[src/design/pts_pkg.sv]
// Types, constants and arithmetic helpers for the polynomial Taylor shift.
package pts_pkg;

    localparam int TERMS     = 4;
    localparam int QW        = 32;
    localparam int FRAC      = 16;
    localparam int STEP_LAT  = 4;
    localparam int MAG_W     = 34;
    localparam int HALF_W    = 18;
    localparam int IN_W      = QW * (TERMS + 2);
    localparam int OUT_W     = QW * TERMS;

    localparam logic signed [QW-1:0] Q_MAX = 32'sh7fff_ffff;
    localparam logic signed [QW-1:0] Q_MIN = 32'sh8000_0000;

    // Quotients beyond this magnitude saturate for every divisor used.
    localparam logic [MAG_W-1:0] MAG_CAP = 34'h2_0000_0000;

    // floor(x / 3) == (x * DIV3_RECIP) >> DIV3_SHIFT for any x below 2**19.
    localparam logic [18:0] DIV3_RECIP = 19'd174763;
    localparam int          DIV3_SHIFT = 19;

    typedef logic signed [QW-1:0] q_t;

    typedef struct packed {
        q_t [TERMS-1:0] coef;
        q_t             dlt;
    } pay_t;

    function automatic q_t sat33(input logic signed [QW:0] v);
        q_t res;
        if (v[QW] != v[QW-1]) begin
            res = v[QW] ? Q_MIN : Q_MAX;
        end else begin
            res = v[QW-1:0];
        end
        return res;
    endfunction

    function automatic q_t sat_add(input q_t a, input q_t b);
        logic signed [QW:0] sum;
        sum = {a[QW-1], a} + {b[QW-1], b};
        return sat33(sum);
    endfunction

    function automatic logic [HALF_W-1:0] div3(input logic [HALF_W-1:0] x);
        logic [36:0] prod;
        prod = 37'(x) * 37'(DIV3_RECIP);
        return prod[DIV3_SHIFT +: HALF_W];
    endfunction

    // Apply sign to a magnitude and clamp to the Q16.16 range.
    function automatic q_t sat_mag(input logic neg, input logic [MAG_W-1:0] mag);
        q_t res;
        if (mag[MAG_W-1:QW-1] != '0) begin
            res = neg ? Q_MIN : Q_MAX;
        end else if (neg) begin
            res = ~mag[QW-1:0] + 32'd1;
        end else begin
            res = mag[QW-1:0];
        end
        return res;
    endfunction

endpackage

[src/design/pts_merge.sv]
// Merge stage: add each lane's Horner sum to its own coefficient.
module pts_merge #(
    parameter int COEF_N = 4
) (
    input  logic                                  aclk,
    input  logic                                  en,
    input  pts_pkg::q_t [pts_pkg::TERMS-1:0]      coef_in,
    input  pts_pkg::q_t [pts_pkg::TERMS-1:0]      acc_in,
    output pts_pkg::q_t [pts_pkg::TERMS-1:0]      res_out
);

    pts_pkg::q_t [pts_pkg::TERMS-1:0] res_reg;
    pts_pkg::q_t [pts_pkg::TERMS-1:0] res_next;

    always_comb begin
        for (int k = 0; k < pts_pkg::TERMS; k++) begin
            res_next[k] = (k < COEF_N) ? pts_pkg::sat_add(coef_in[k], acc_in[k]) : '0;
        end
    end

    always_ff @(posedge aclk) begin
        if (en) begin
            res_reg <= res_next;
        end
    end

    assign res_out = res_reg;

endmodule

[config.mk]
export PLATFORM = sky130hd
export DESIGN_NAME = pts_merge
export DESIGN_NICKNAME = d
export VERILOG_FILES = /design/src/design/pts_pkg.sv /design/src/design/pts_merge.sv
export SDC_FILE = /design/constraint.sdc
export NUM_CORES = 1
export LEC_CHECK = 0
export BUFFER_PORTS_ARGS = -buffer_cell sky130_fd_sc_hd__buf_2
export CORE_AREA = 2 2 151 153
export CTS_CLUSTER_DIAMETER = 50
export DETAILED_ROUTE_END_ITERATION = 12
export DIE_AREA = 0 0 153 155
export PLACE_DENSITY_LB_ADDON = 0.25
export SYNTH_ARGS = -nofsm -noshare
export SYNTH_HDL_FRONTEND = slang
export SYNTH_SLANG_ARGS = --single-unit
[constraint.sdc]
create_clock -name aclk -period 9.9 [get_ports aclk]
set_clock_uncertainty 0.15 [all_clocks]
set_input_delay 1.485 -clock aclk [delete_from_list [all_inputs] [get_ports aclk]]
set_output_delay 1.485 -clock aclk [all_outputs]
set_load 0.005 [all_outputs]
==> flow_metrics.env <==
export IMPL_dp_cells=1851
export IMPL_cp_top_family="compound AO/OA/AOI/OAI gates"
export IMPL_io_pins=386
export IMPL_yosysWarnings=0
export IMPL_p_per_area_mw_per_mm2=158.0
export IMPL_start_kind="primary input"
export IMPL_crit_chain="buf_2, ha_1, a211oi_1, o21ai_0, a31oi_1, o21ai_0, o21ai_1, o21ai_1, a31oi_4, nor3_1, a31oi_2, o21ai_0"
export IMPL_final_setup_worst_slack_ns=4.754
export IMPL_cts_buffer_depth=2
export IMPL_wl_per_cell_microns=17.69
export IMPL_crit_slowest_cell="a31oi_2"
export IMPL_cts_hold_buffers=0
export IMPL_dpl_cell_area_sq_mm=0.01366
export IMPL_grt_overflow=0
export IMPL_grt_pass1_wl_microns=51470
export IMPL_critPathMostFrequentCell="o21ai_0"
export IMPL_wl_met1_microns=14290
export IMPL_cts_setup_buffers=0
export IMPL_numCtsBuffers=17
export IMPL_top_layer="met4"
export IMPL_syn_area_per_cell_sq_um=9.452
export IMPL_max_stage_delay_ns=0.93
export IMPL_synth_top_area_frac=0.3339
export IMPL_swShare=0.3309
export IMPL_status="completed"
export IMPL_dp_hpwl_microns=26630
export IMPL_area_delta_synth_final_pct=23.83
export IMPL_largest_register_ffs=128
export IMPL_io_buffers=385
export IMPL_fp_dieArea_sq_mm=0.02372
export IMPL_yosys_top_cells_area="edfxtp_1 33%, ha_1 14%, a21o_1 5.9%"
export IMPL_drt_iter0_markers=642
export IMPL_async_reset_ff_frac=0
export IMPL_maxCapViolCount=0
export IMPL_die_height_microns=155
export IMPL_grt_setup_unrepaired="false"
export IMPL_critPathKind="in2reg"
export IMPL_seqPwrFrac=0.346
export IMPL_place_ws_ns=4.339
export IMPL_synth_seq_cells=128
export IMPL_hold_violations=0
export IMPL_clkTransAtPathRegs_ns=0.06
export IMPL_period_share=0.5198
export IMPL_cts_tree="built"
export IMPL_antenna_found_initial=0
export IMPL_syn_area_sq_mm=0.01151
export IMPL_crit_arrival_ns=5.08
export IMPL_cp_num_buf_inv=1
export IMPL_synth_top_area_cell="edfxtp_1"
export IMPL_start_util=0.5179
export IMPL_die_x_microns=153
export IMPL_p_clk_frac=0.284
export IMPL_drc=0
export IMPL_combPwrFrac=0.370
export IMPL_layout_nets=1975
export IMPL_hold_slack_ns=1.347
export IMPL_drtAntennaViolNets=0
export IMPL_ys_types=86
export IMPL_switchingPower_w=0.0007453
export IMPL_fin_setup_tns_ns=0
export IMPL_required_ns=9.83
export IMPL_gr_usage_all_layers=0.2701
export IMPL_p_int_w=0.001507
export IMPL_htree_levels=4
export IMPL_met3RoutedLength_microns=2610
export IMPL_clockRootBuffer="clkbuf_16"
export IMPL_drive_gt1_frac=0.2916
export IMPL_hold_path_class="in2reg"
export IMPL_max_clock_freq_ghz=0.1943
export IMPL_ir_worst_vdd_v=0.00008754
export IMPL_finalCriticalPeriod_ns=5.146
export IMPL_numClockSinks=128
export IMPL_grt_max_degree=79
export IMPL_slew_viol_final=0
export IMPL_synth_flop_cell="edfxtp_1"
export IMPL_antennaDiodeCount=0
export IMPL_drt_total_wl_microns=33320
export IMPL_slew_headroom=0.1599
export IMPL_met2WireLength_microns=15760
export IMPL_gp_congestion=0.9174
export IMPL_synth_edf_count=128
export IMPL_routed_via_density=5.861
export IMPL_syn_nets=1608
export IMPL_row_count=55
export IMPL_min_path_cells=1
export IMPL_fillers=1906
export IMPL_grt_pass1_vias=10180
export IMPL_vias=11040
export IMPL_tightestPinTransition_ns=1.254
export IMPL_layout_cells_non_filler=1883
export IMPL_cp_num_cells=12
export IMPL_design_area_sq_mm=0.01426
export IMPL_total_leakage_power_nw=6.681
export IMPL_core_sq_mm=0.02223
export IMPL_post_cts_resized=0
export IMPL_yosysSeqAreaShare=0.3339
export IMPL_setup_violations=0
export IMPL_drt_first_pass_iters=5
export IMPL_endpoint_kind="flip-flop"
export IMPL_crit_path_max_fanout=30
export IMPL_syn_inst=1218
[per-layer routing]
metal,up-vias,global-route usage
li1,5378,-
met1,5101,0.3576
met2,503,0.4565
met3,54,0.05042
met4,0,0.07363
met5,-,0
[final cells by class]
cell class | count | area [sq um] | share of cell area
clock inverters | 14 | 165.2 | 0.01158
flip-flops and latches | 128 | 3844 | 0.2696
repair buffers | 389 | 1963 | 0.1377
well taps | 285 | 356.6 | 0.02501
clock buffers | 18 | 429.2 | 0.03010
inverters | 45 | 168.9 | 0.01185
multi-input cells | 1004 | 7330 | 0.5141
[final timing paths]
| check | startpoint | end | slack [ns] |
|---|---|---|---|
| worst max-delay path | coef_in[65] | res_out[65] | 4.75 |
| worst min-delay path | en | res_out[121] | 1.35 |
[cell families after synthesis]
kind of cell,Yosys count,synth area share
AO/OA/AOI/OAI,499,0.2898
buffers and inverters,86,0.03065
adder cells (fa/ha/maj),133,0.1469
flip-flops,128,0.3339
AND/OR/NAND/NOR,267,0.1179
multiplexers,3,0.002609
XOR/XNOR,102,0.07825
[synth_stat cells, drive strengths merged (4+ instances only)]
| cell | instances |
|---|---|
| xnor2 | 53 |
| ha | 128 |
| a211o | 9 |
| o21bai | 13 |
| nand2 | 62 |
| a21oi | 130 |
| edfxtp | 128 |
| nor2 | 58 |
| a21boi | 7 |
| o21a | 16 |
| o21ai | 127 |
| o31ai | 11 |
| o211ai | 8 |
| a31o | 10 |
| a21o | 90 |
| a31oi | 17 |
| nand3b | 4 |
| nand3 | 30 |
| or3 | 7 |
| a211oi | 16 |
| xor2 | 49 |
| o31a | 4 |
| and2 | 6 |
| inv | 45 |
| or2 | 4 |
| nor3 | 15 |
| nand2b | 24 |
| and4 | 4 |
| o22ai | 5 |
| and3 | 13 |
| clkbuf | 23 |
| nand4 | 17 |
| buf | 18 |
| nor2b | 13 |
| fa | 4 |
[placed cells by master (no fill, tap or decap), types with 14 or more instances in the layout]
master,count
buf_2,384
ha_1,128
edfxtp_1,128
a21oi_1,121
o21ai_0,105
a21o_1,90
nand2_1,61
nor2_1,58
xnor2_1,52
xor2_1,48
inv_1,45
nand3_1,30
nand2b_1,24
o21ai_1,20
nand4_1,17
clkbuf_16,17
o21a_1,16
a211oi_1,15
nor3_1,15
a31oi_1,14
[through the flow]
stage | util | power [W]
after floorplan | - | 0.001305
after global placement | 0.6146 | 0.001596
after detailed placement | 0.6146 | 0.001612
after CTS | 0.6414 | 0.002256
after global routing | 0.6414 | 0.002377
final | 0.6414 | 0.002252
[power groups by stage]
stage,sequential [W],clock [W],combinational (W)
after global routing,0.000789,0.000672,0.000916
after detailed placement,0.000787,0,0.000825
after global placement,0.000791,0,0.000806
after floorplan,0.000797,0,0.000508
final,0.000780,0.000639,0.000834
after CTS,0.000779,0.000648,0.000828
Power figures use the tool's default switching activity.
