--- src/design/pts_pkg.sv ---
// Types, constants and arithmetic helpers for the polynomial Taylor shift.
package pts_pkg;

    localparam int TERMS     = 4;
    localparam int QW        = 32;
    localparam int FRAC      = 16;
    localparam int STEP_LAT  = 4;
    localparam int MAG_W     = 34;
    localparam int HALF_W    = 18;
    localparam int IN_W      = QW * (TERMS + 2);
    localparam int OUT_W     = QW * TERMS;

    localparam logic signed [QW-1:0] Q_MAX = 32'sh7fff_ffff;
    localparam logic signed [QW-1:0] Q_MIN = 32'sh8000_0000;

    // Quotients beyond this magnitude saturate for every divisor used.
    localparam logic [MAG_W-1:0] MAG_CAP = 34'h2_0000_0000;

    // floor(x / 3) == (x * DIV3_RECIP) >> DIV3_SHIFT for any x below 2**19.
    localparam logic [18:0] DIV3_RECIP = 19'd174763;
    localparam int          DIV3_SHIFT = 19;

    typedef logic signed [QW-1:0] q_t;

    typedef struct packed {
        q_t [TERMS-1:0] coef;
        q_t             dlt;
    } pay_t;

    function automatic q_t sat33(input logic signed [QW:0] v);
        q_t res;
        if (v[QW] != v[QW-1]) begin
            res = v[QW] ? Q_MIN : Q_MAX;
        end else begin
            res = v[QW-1:0];
        end
        return res;
    endfunction

    function automatic q_t sat_add(input q_t a, input q_t b);
        logic signed [QW:0] sum;
        sum = {a[QW-1], a} + {b[QW-1], b};
        return sat33(sum);
    endfunction

    function automatic logic [HALF_W-1:0] div3(input logic [HALF_W-1:0] x);
        logic [36:0] prod;
        prod = 37'(x) * 37'(DIV3_RECIP);
        return prod[DIV3_SHIFT +: HALF_W];
    endfunction

    // Apply sign to a magnitude and clamp to the Q16.16 range.
    function automatic q_t sat_mag(input logic neg, input logic [MAG_W-1:0] mag);
        q_t res;
        if (mag[MAG_W-1:QW-1] != '0) begin
            res = neg ? Q_MIN : Q_MAX;
        end else if (neg) begin
            res = ~mag[QW-1:0] + 32'd1;
        end else begin
            res = mag[QW-1:0];
        end
        return res;
    endfunction

endpackage

--- src/design/pts_step.sv ---
// One Horner step of a lane: saturating add, multiply, scale and divide.
module pts_step #(
    parameter int DIV = 1
) (
    input  logic          aclk,
    input  logic          en,
    input  pts_pkg::q_t   acc_in,
    input  pts_pkg::q_t   coef_in,
    input  pts_pkg::q_t   dlt_in,
    output pts_pkg::q_t   acc_out
);

    pts_pkg::q_t                   s_reg;
    pts_pkg::q_t                   dlt_reg;
    logic signed [2*pts_pkg::QW-1:0] prod_reg;
    logic signed [2*pts_pkg::QW-1:0] prod_next;
    logic                          neg_reg;
    logic [pts_pkg::HALF_W-1:0]    hi_reg;
    logic [pts_pkg::HALF_W-1:0]    hi_next;
    logic [1:0]                    rem_reg;
    logic [1:0]                    rem_next;
    logic [pts_pkg::FRAC-1:0]      lo_reg;
    logic [pts_pkg::FRAC-1:0]      lo_next;
    pts_pkg::q_t                   acc_reg;
    pts_pkg::q_t                   acc_next;

    logic [2*pts_pkg::QW-1:0]      pmag;
    logic [47:0]                   pshift;
    logic [pts_pkg::MAG_W-1:0]     clip;
    logic [pts_pkg::MAG_W-1:0]     quo;
    logic [pts_pkg::HALF_W-1:0]    rem_full;
    logic [pts_pkg::MAG_W-1:0]     qmag;

    assign prod_next = s_reg * dlt_reg;

    // Magnitude of the product, drop the fraction, clip, divide the high half.
    always_comb begin
        pmag     = prod_reg[2*pts_pkg::QW-1] ? 64'(-prod_reg) : 64'(prod_reg);
        pshift   = pmag[2*pts_pkg::QW-1:pts_pkg::FRAC];
        clip     = (pshift > 48'(pts_pkg::MAG_CAP)) ? pts_pkg::MAG_CAP
                                                    : pshift[pts_pkg::MAG_W-1:0];
        quo      = (DIV == 2) ? (clip >> 1) : clip;
        rem_full = '0;
        if (DIV == 3) begin
            hi_next  = pts_pkg::div3(clip[pts_pkg::MAG_W-1:pts_pkg::FRAC]);
            rem_full = clip[pts_pkg::MAG_W-1:pts_pkg::FRAC] - 18'(hi_next * 18'd3);
            rem_next = rem_full[1:0];
            lo_next  = clip[pts_pkg::FRAC-1:0];
        end else begin
            hi_next  = quo[pts_pkg::MAG_W-1:pts_pkg::FRAC];
            rem_next = 2'b00;
            lo_next  = quo[pts_pkg::FRAC-1:0];
        end
    end

    // Finish the low half and saturate.
    always_comb begin
        if (DIV == 3) begin
            qmag = {hi_reg, {pts_pkg::FRAC{1'b0}}}
                 + {16'b0, pts_pkg::div3({rem_reg, lo_reg})};
        end else begin
            qmag = {hi_reg, lo_reg};
        end
        acc_next = pts_pkg::sat_mag(neg_reg, qmag);
    end

    always_ff @(posedge aclk) begin
        if (en) begin
            s_reg    <= pts_pkg::sat_add(acc_in, coef_in);
            dlt_reg  <= dlt_in;
            prod_reg <= prod_next;
            neg_reg  <= prod_reg[2*pts_pkg::QW-1];
            hi_reg   <= hi_next;
            rem_reg  <= rem_next;
            lo_reg   <= lo_next;
            acc_reg  <= acc_next;
        end
    end

    assign acc_out = acc_reg;

endmodule

--- config.mk ---
export PLATFORM = sky130hd
export DESIGN_NAME = pts_step
export DESIGN_NICKNAME = d
export VERILOG_FILES = /design/src/design/pts_pkg.sv /design/src/design/pts_step.sv
export SDC_FILE = /design/constraint.sdc
export NUM_CORES = 2
export LEC_CHECK = 0
export ABC_CLOCK_PERIOD_IN_PS = 10100
export BUFFER_PORTS_ARGS = -buffer_cell sky130_fd_sc_hd__buf_2
export CAP_MARGIN = 25
export CORE_UTILIZATION = 63
export CTS_BUF_LIST = sky130_fd_sc_hd__clkbuf_4
export CTS_CLUSTER_DIAMETER = 100
export DETAILED_ROUTE_END_ITERATION = 6
export HOLD_SLACK_MARGIN = 0.03
export PLACE_DENSITY = 0.88
export SLEW_MARGIN = 40
export SYNTH_ARGS = -nofsm -noshare
export SYNTH_HDL_FRONTEND = slang
export SYNTH_SLANG_ARGS = --single-unit
--- constraint.sdc ---
create_clock -name aclk -period 10.1 [get_ports aclk]
set_input_delay 1.515 -clock aclk [delete_from_list [all_inputs] [get_ports aclk]]
set_output_delay 1.515 -clock aclk [all_outputs]
set_load 0.005 [all_outputs]
==> results.sh <==
export IMPL_outcome="finished, final reports clean"
export IMPL_grt_pass1_vias=36830
export IMPL_cts_buffers_inserted=17
export IMPL_netlist_instances=4712
export IMPL_required_ns=10.74
export IMPL_worst_pin_slew_ns=0.9119
export IMPL_worstPathArrival_ns=9.72
export IMPL_post_cts_resized_instances=0
export IMPL_min_path_type="register to register"
export IMPL_ys_async_sr_fraction_pct=0
export IMPL_cp_startpoint="s_reg[11]"
export IMPL_postCtsSetupBuffers=0
export IMPL_synth_seq_cells=195
export IMPL_via_per_inst=5.954
export IMPL_cp_start_kind="register"
export IMPL_num_vias=33880
export IMPL_port_buffer_count=129
export IMPL_ys_warn_count=0
export IMPL_h_tree_depth=4
export IMPL_post_drt_wl_per_cell_um=20.78
export IMPL_drt_iter0_drc=3218
export IMPL_skew_ns=0.1029
export IMPL_totalWireLength_um=118300
export IMPL_grt_max_degree=80
export IMPL_synthFlopType="edfxtp_1"
export IMPL_gp_congestion=0.9914
export IMPL_syn_avg_cell_area_um2=9.789
export IMPL_root_buffer="clkbuf_4"
export IMPL_finalCritPeriodShare_pct=89.98
export IMPL_finalSetupTns_ns=0
export IMPL_slew_violations=0
export IMPL_cp_max_fo=19
export IMPL_cap_violations=0
export IMPL_clock_fmax_mhz=110.0
export IMPL_die_x_um=272.6
export IMPL_grt_first_pass_wirelength_um=192300
export IMPL_grt_use_total_pct=33.55
export IMPL_antenna_found_initial=5
export IMPL_r2r_start="s_reg[11]"
export IMPL_cts_sinks=195
export IMPL_crit_chain="buf_4, nand2_1, fa_1, fa_1, inv_1, fa_1, fa_1, fa_1, fa_1, fa_1, fa_1, ha_1, and3_1, and2_1, a221oi_1, o221ai_1, a21oi_1, o21ai_1, a31oi_2, o21bai_1, or4_1, nand3_1"
export IMPL_ctsHoldBuffers=0
export IMPL_fin_nets=6120
export IMPL_crit_end="prod_reg[63]"
export IMPL_grt_setup_unrepaired="false"
export IMPL_hold_violations=0
export IMPL_ant_nets=0
export IMPL_crit_path_frequent_cell="fa_1"
export IMPL_die_area_mm2=0.07430
export IMPL_synth_seq_area_share_pct=12.69
export IMPL_largest_reg_flops=64
export IMPL_cts_tree="built"
export IMPL_placementRows=98
export IMPL_ys_types=85
export IMPL_r2r_cells=22
export IMPL_r2r_end="prod_reg[63]"
export IMPL_setup_viol=0
export IMPL_area_growth_synth_to_final_pct=4.565
export IMPL_drc=0
export IMPL_cp_slowest_cell="edfxtp_1"
export IMPL_critPathKind="register to register"
export IMPL_synth_edff_count=195
export IMPL_drive_gt1_share_pct=6.209
export IMPL_clk_pin_slew_ns=0.23
export IMPL_die_h_um=272.6
export IMPL_layout_min_cycle_time_ns=9.088
export IMPL_overflow=0
export IMPL_clockBufferDepth=2
export IMPL_dpl_hpwl_um=95060
export IMPL_max_slew_margin_rel_pct=39.20
export IMPL_syn_cell_area_mm2=0.04613
export IMPL_first_pass_iters=6
export IMPL_ios=130
export IMPL_syn_num_nets=6110
export IMPL_endpoint_kind="register"
export IMPL_r2r_slack_ns=1.01
export IMPL_design_core_area_mm2=0.07198
export IMPL_crit_path_max_incr_delay_ns=0.95
export IMPL_start_util_pct=64.09
export IMPL_clk_latency_ns=0.85
[worst max-delay path: cells and delay by family (launching register included)]
kind / cells / cell delay (ns)
AOI/OAI and AO/OA: 6 / 2.00
adders and majority gates: 9 / 4.36
buffers and inverters: 2 / 0.42
DFF: 1 / 0.95
and+or+nand+nor: 5 / 1.15
[cell usage after synthesis (63+ instances only)]
cell type / instances / area share [%]
inv_1: 963 / 7.8
nor2_1: 163 / 1.3
a21oi_1: 130 / 1.4
xnor2_1: 69 / 1.3
ha_1: 217 / 5.9
o21ai_0: 84 / 0.91
and2_1: 521 / 7.1
clkbuf_1: 227 / 1.8
edfxtp_1: 195 / 13
fa_1: 1083 / 47
xor2_1: 63 / 1.2
nand2_1: 561 / 4.6
[metal layers]
layer | vias to the layer above | global-route usage [%] | part of all wire [%] | routed length [um]
li1 | 14260 | - | - | -
met1 | 16810 | 42.72 | 36 | 42360
met2 | 2304 | 52.66 | 45 | 53650
met3 | 503 | 11.46 | 14 | 16730
met4 | 2 | 14.04 | 4.7 | 5516
met5 | - | 0 | 0.011 | 13
[placed cells by master (no fill, tap or decap), types with 9 or more instances in the layout]
cell type  Yosys  final
a21o_1        35     35
a21oi_1      130    130
a31oi_1       21     21
and2_1       521    521
and3_1        10     10
buf_2          4    128
buf_4          0     78
buf_6          5     20
clkbuf_4       0     17
edfxtp_1     195    195
fa_1        1083   1083
ha_1         217    217
inv_1        963    963
mux2i_1       10     10
nand2_1      561    561
nand2b_1      18     18
nand3_1       27     27
nand4_1       17     17
nor2_1       163    163
nor2b_1       15     15
nor3_1        39     39
nor4_1        14     14
o21a_1        16     16
o21ai_0       84     84
o21bai_1      16     16
o22a_1         9      9
o22ai_1       11     11
o31ai_1       12     12
or3_1         14     14
xnor2_1       69     69
xor2_1        63     63
[how the worst min path moves through the flow]
stage | startpoint | to | slack (ns) | depth (start not counted)
final | hi_reg[12] | acc_out[28] | 0.65 | 1
after global routing | lo_reg[3] | acc_out[3] | 0.68 | 1
after CTS | hi_reg[12] | acc_out[28] | 0.65 | 1
after detailed placement | hi_reg[12] | acc_out[28] | 0.61 | 1
after global placement | hi_reg[12] | acc_out[28] | 0.58 | 1
after floorplan | prod_reg[63] | neg_reg | 0.49 | 0
[cells by family after synthesis]
logic type / count (synthesis) / synth area share (%)
xor gates and xnor gates: 132 / 2.506
and+or+nand+nor: 1440 / 15.76
adders and majority gates: 1306 / 53.02
muxes: 16 / 0.3635
AOI/OAI and AO/OA: 418 / 5.756
buffers and inverters: 1205 / 9.898
DFF: 195 / 12.69
[per-stage QoR]
stage	utilization [%]	std cells	hold WS (ns)	area, um^2	setup slack, ns
floorplan	-	4712	0.4852	46130	2.386
global placement	66.17	5631	0.5785	47630	1.258
detailed placement	66.45	5648	0.6051	47830	1.202
CTS	66.90	5680	0.6469	48150	1.167
global route	67.01	5690	0.6824	48230	0.7501
finish	67.01	5691	0.6516	48230	1.012
[area by class of cell]
| cell class | instances | area, um^2 |
|---|---|---|
| tap | 950 | 1189 |
| multi-input combinational | 3312 | 35710 |
| fill | 4968 | 23740 |
| inverter | 965 | 3622 |
| clock inverter | 15 | 192.7 |
| timing repair buffer | 231 | 1525 |
| sequential | 195 | 5856 |
| antenna | 6 | 15.01 |
| clock buffer | 17 | 127.6 |
Power is not shown: default switching activity piles up to over one toggle a cycle in this logic, so the estimate is an artifact.
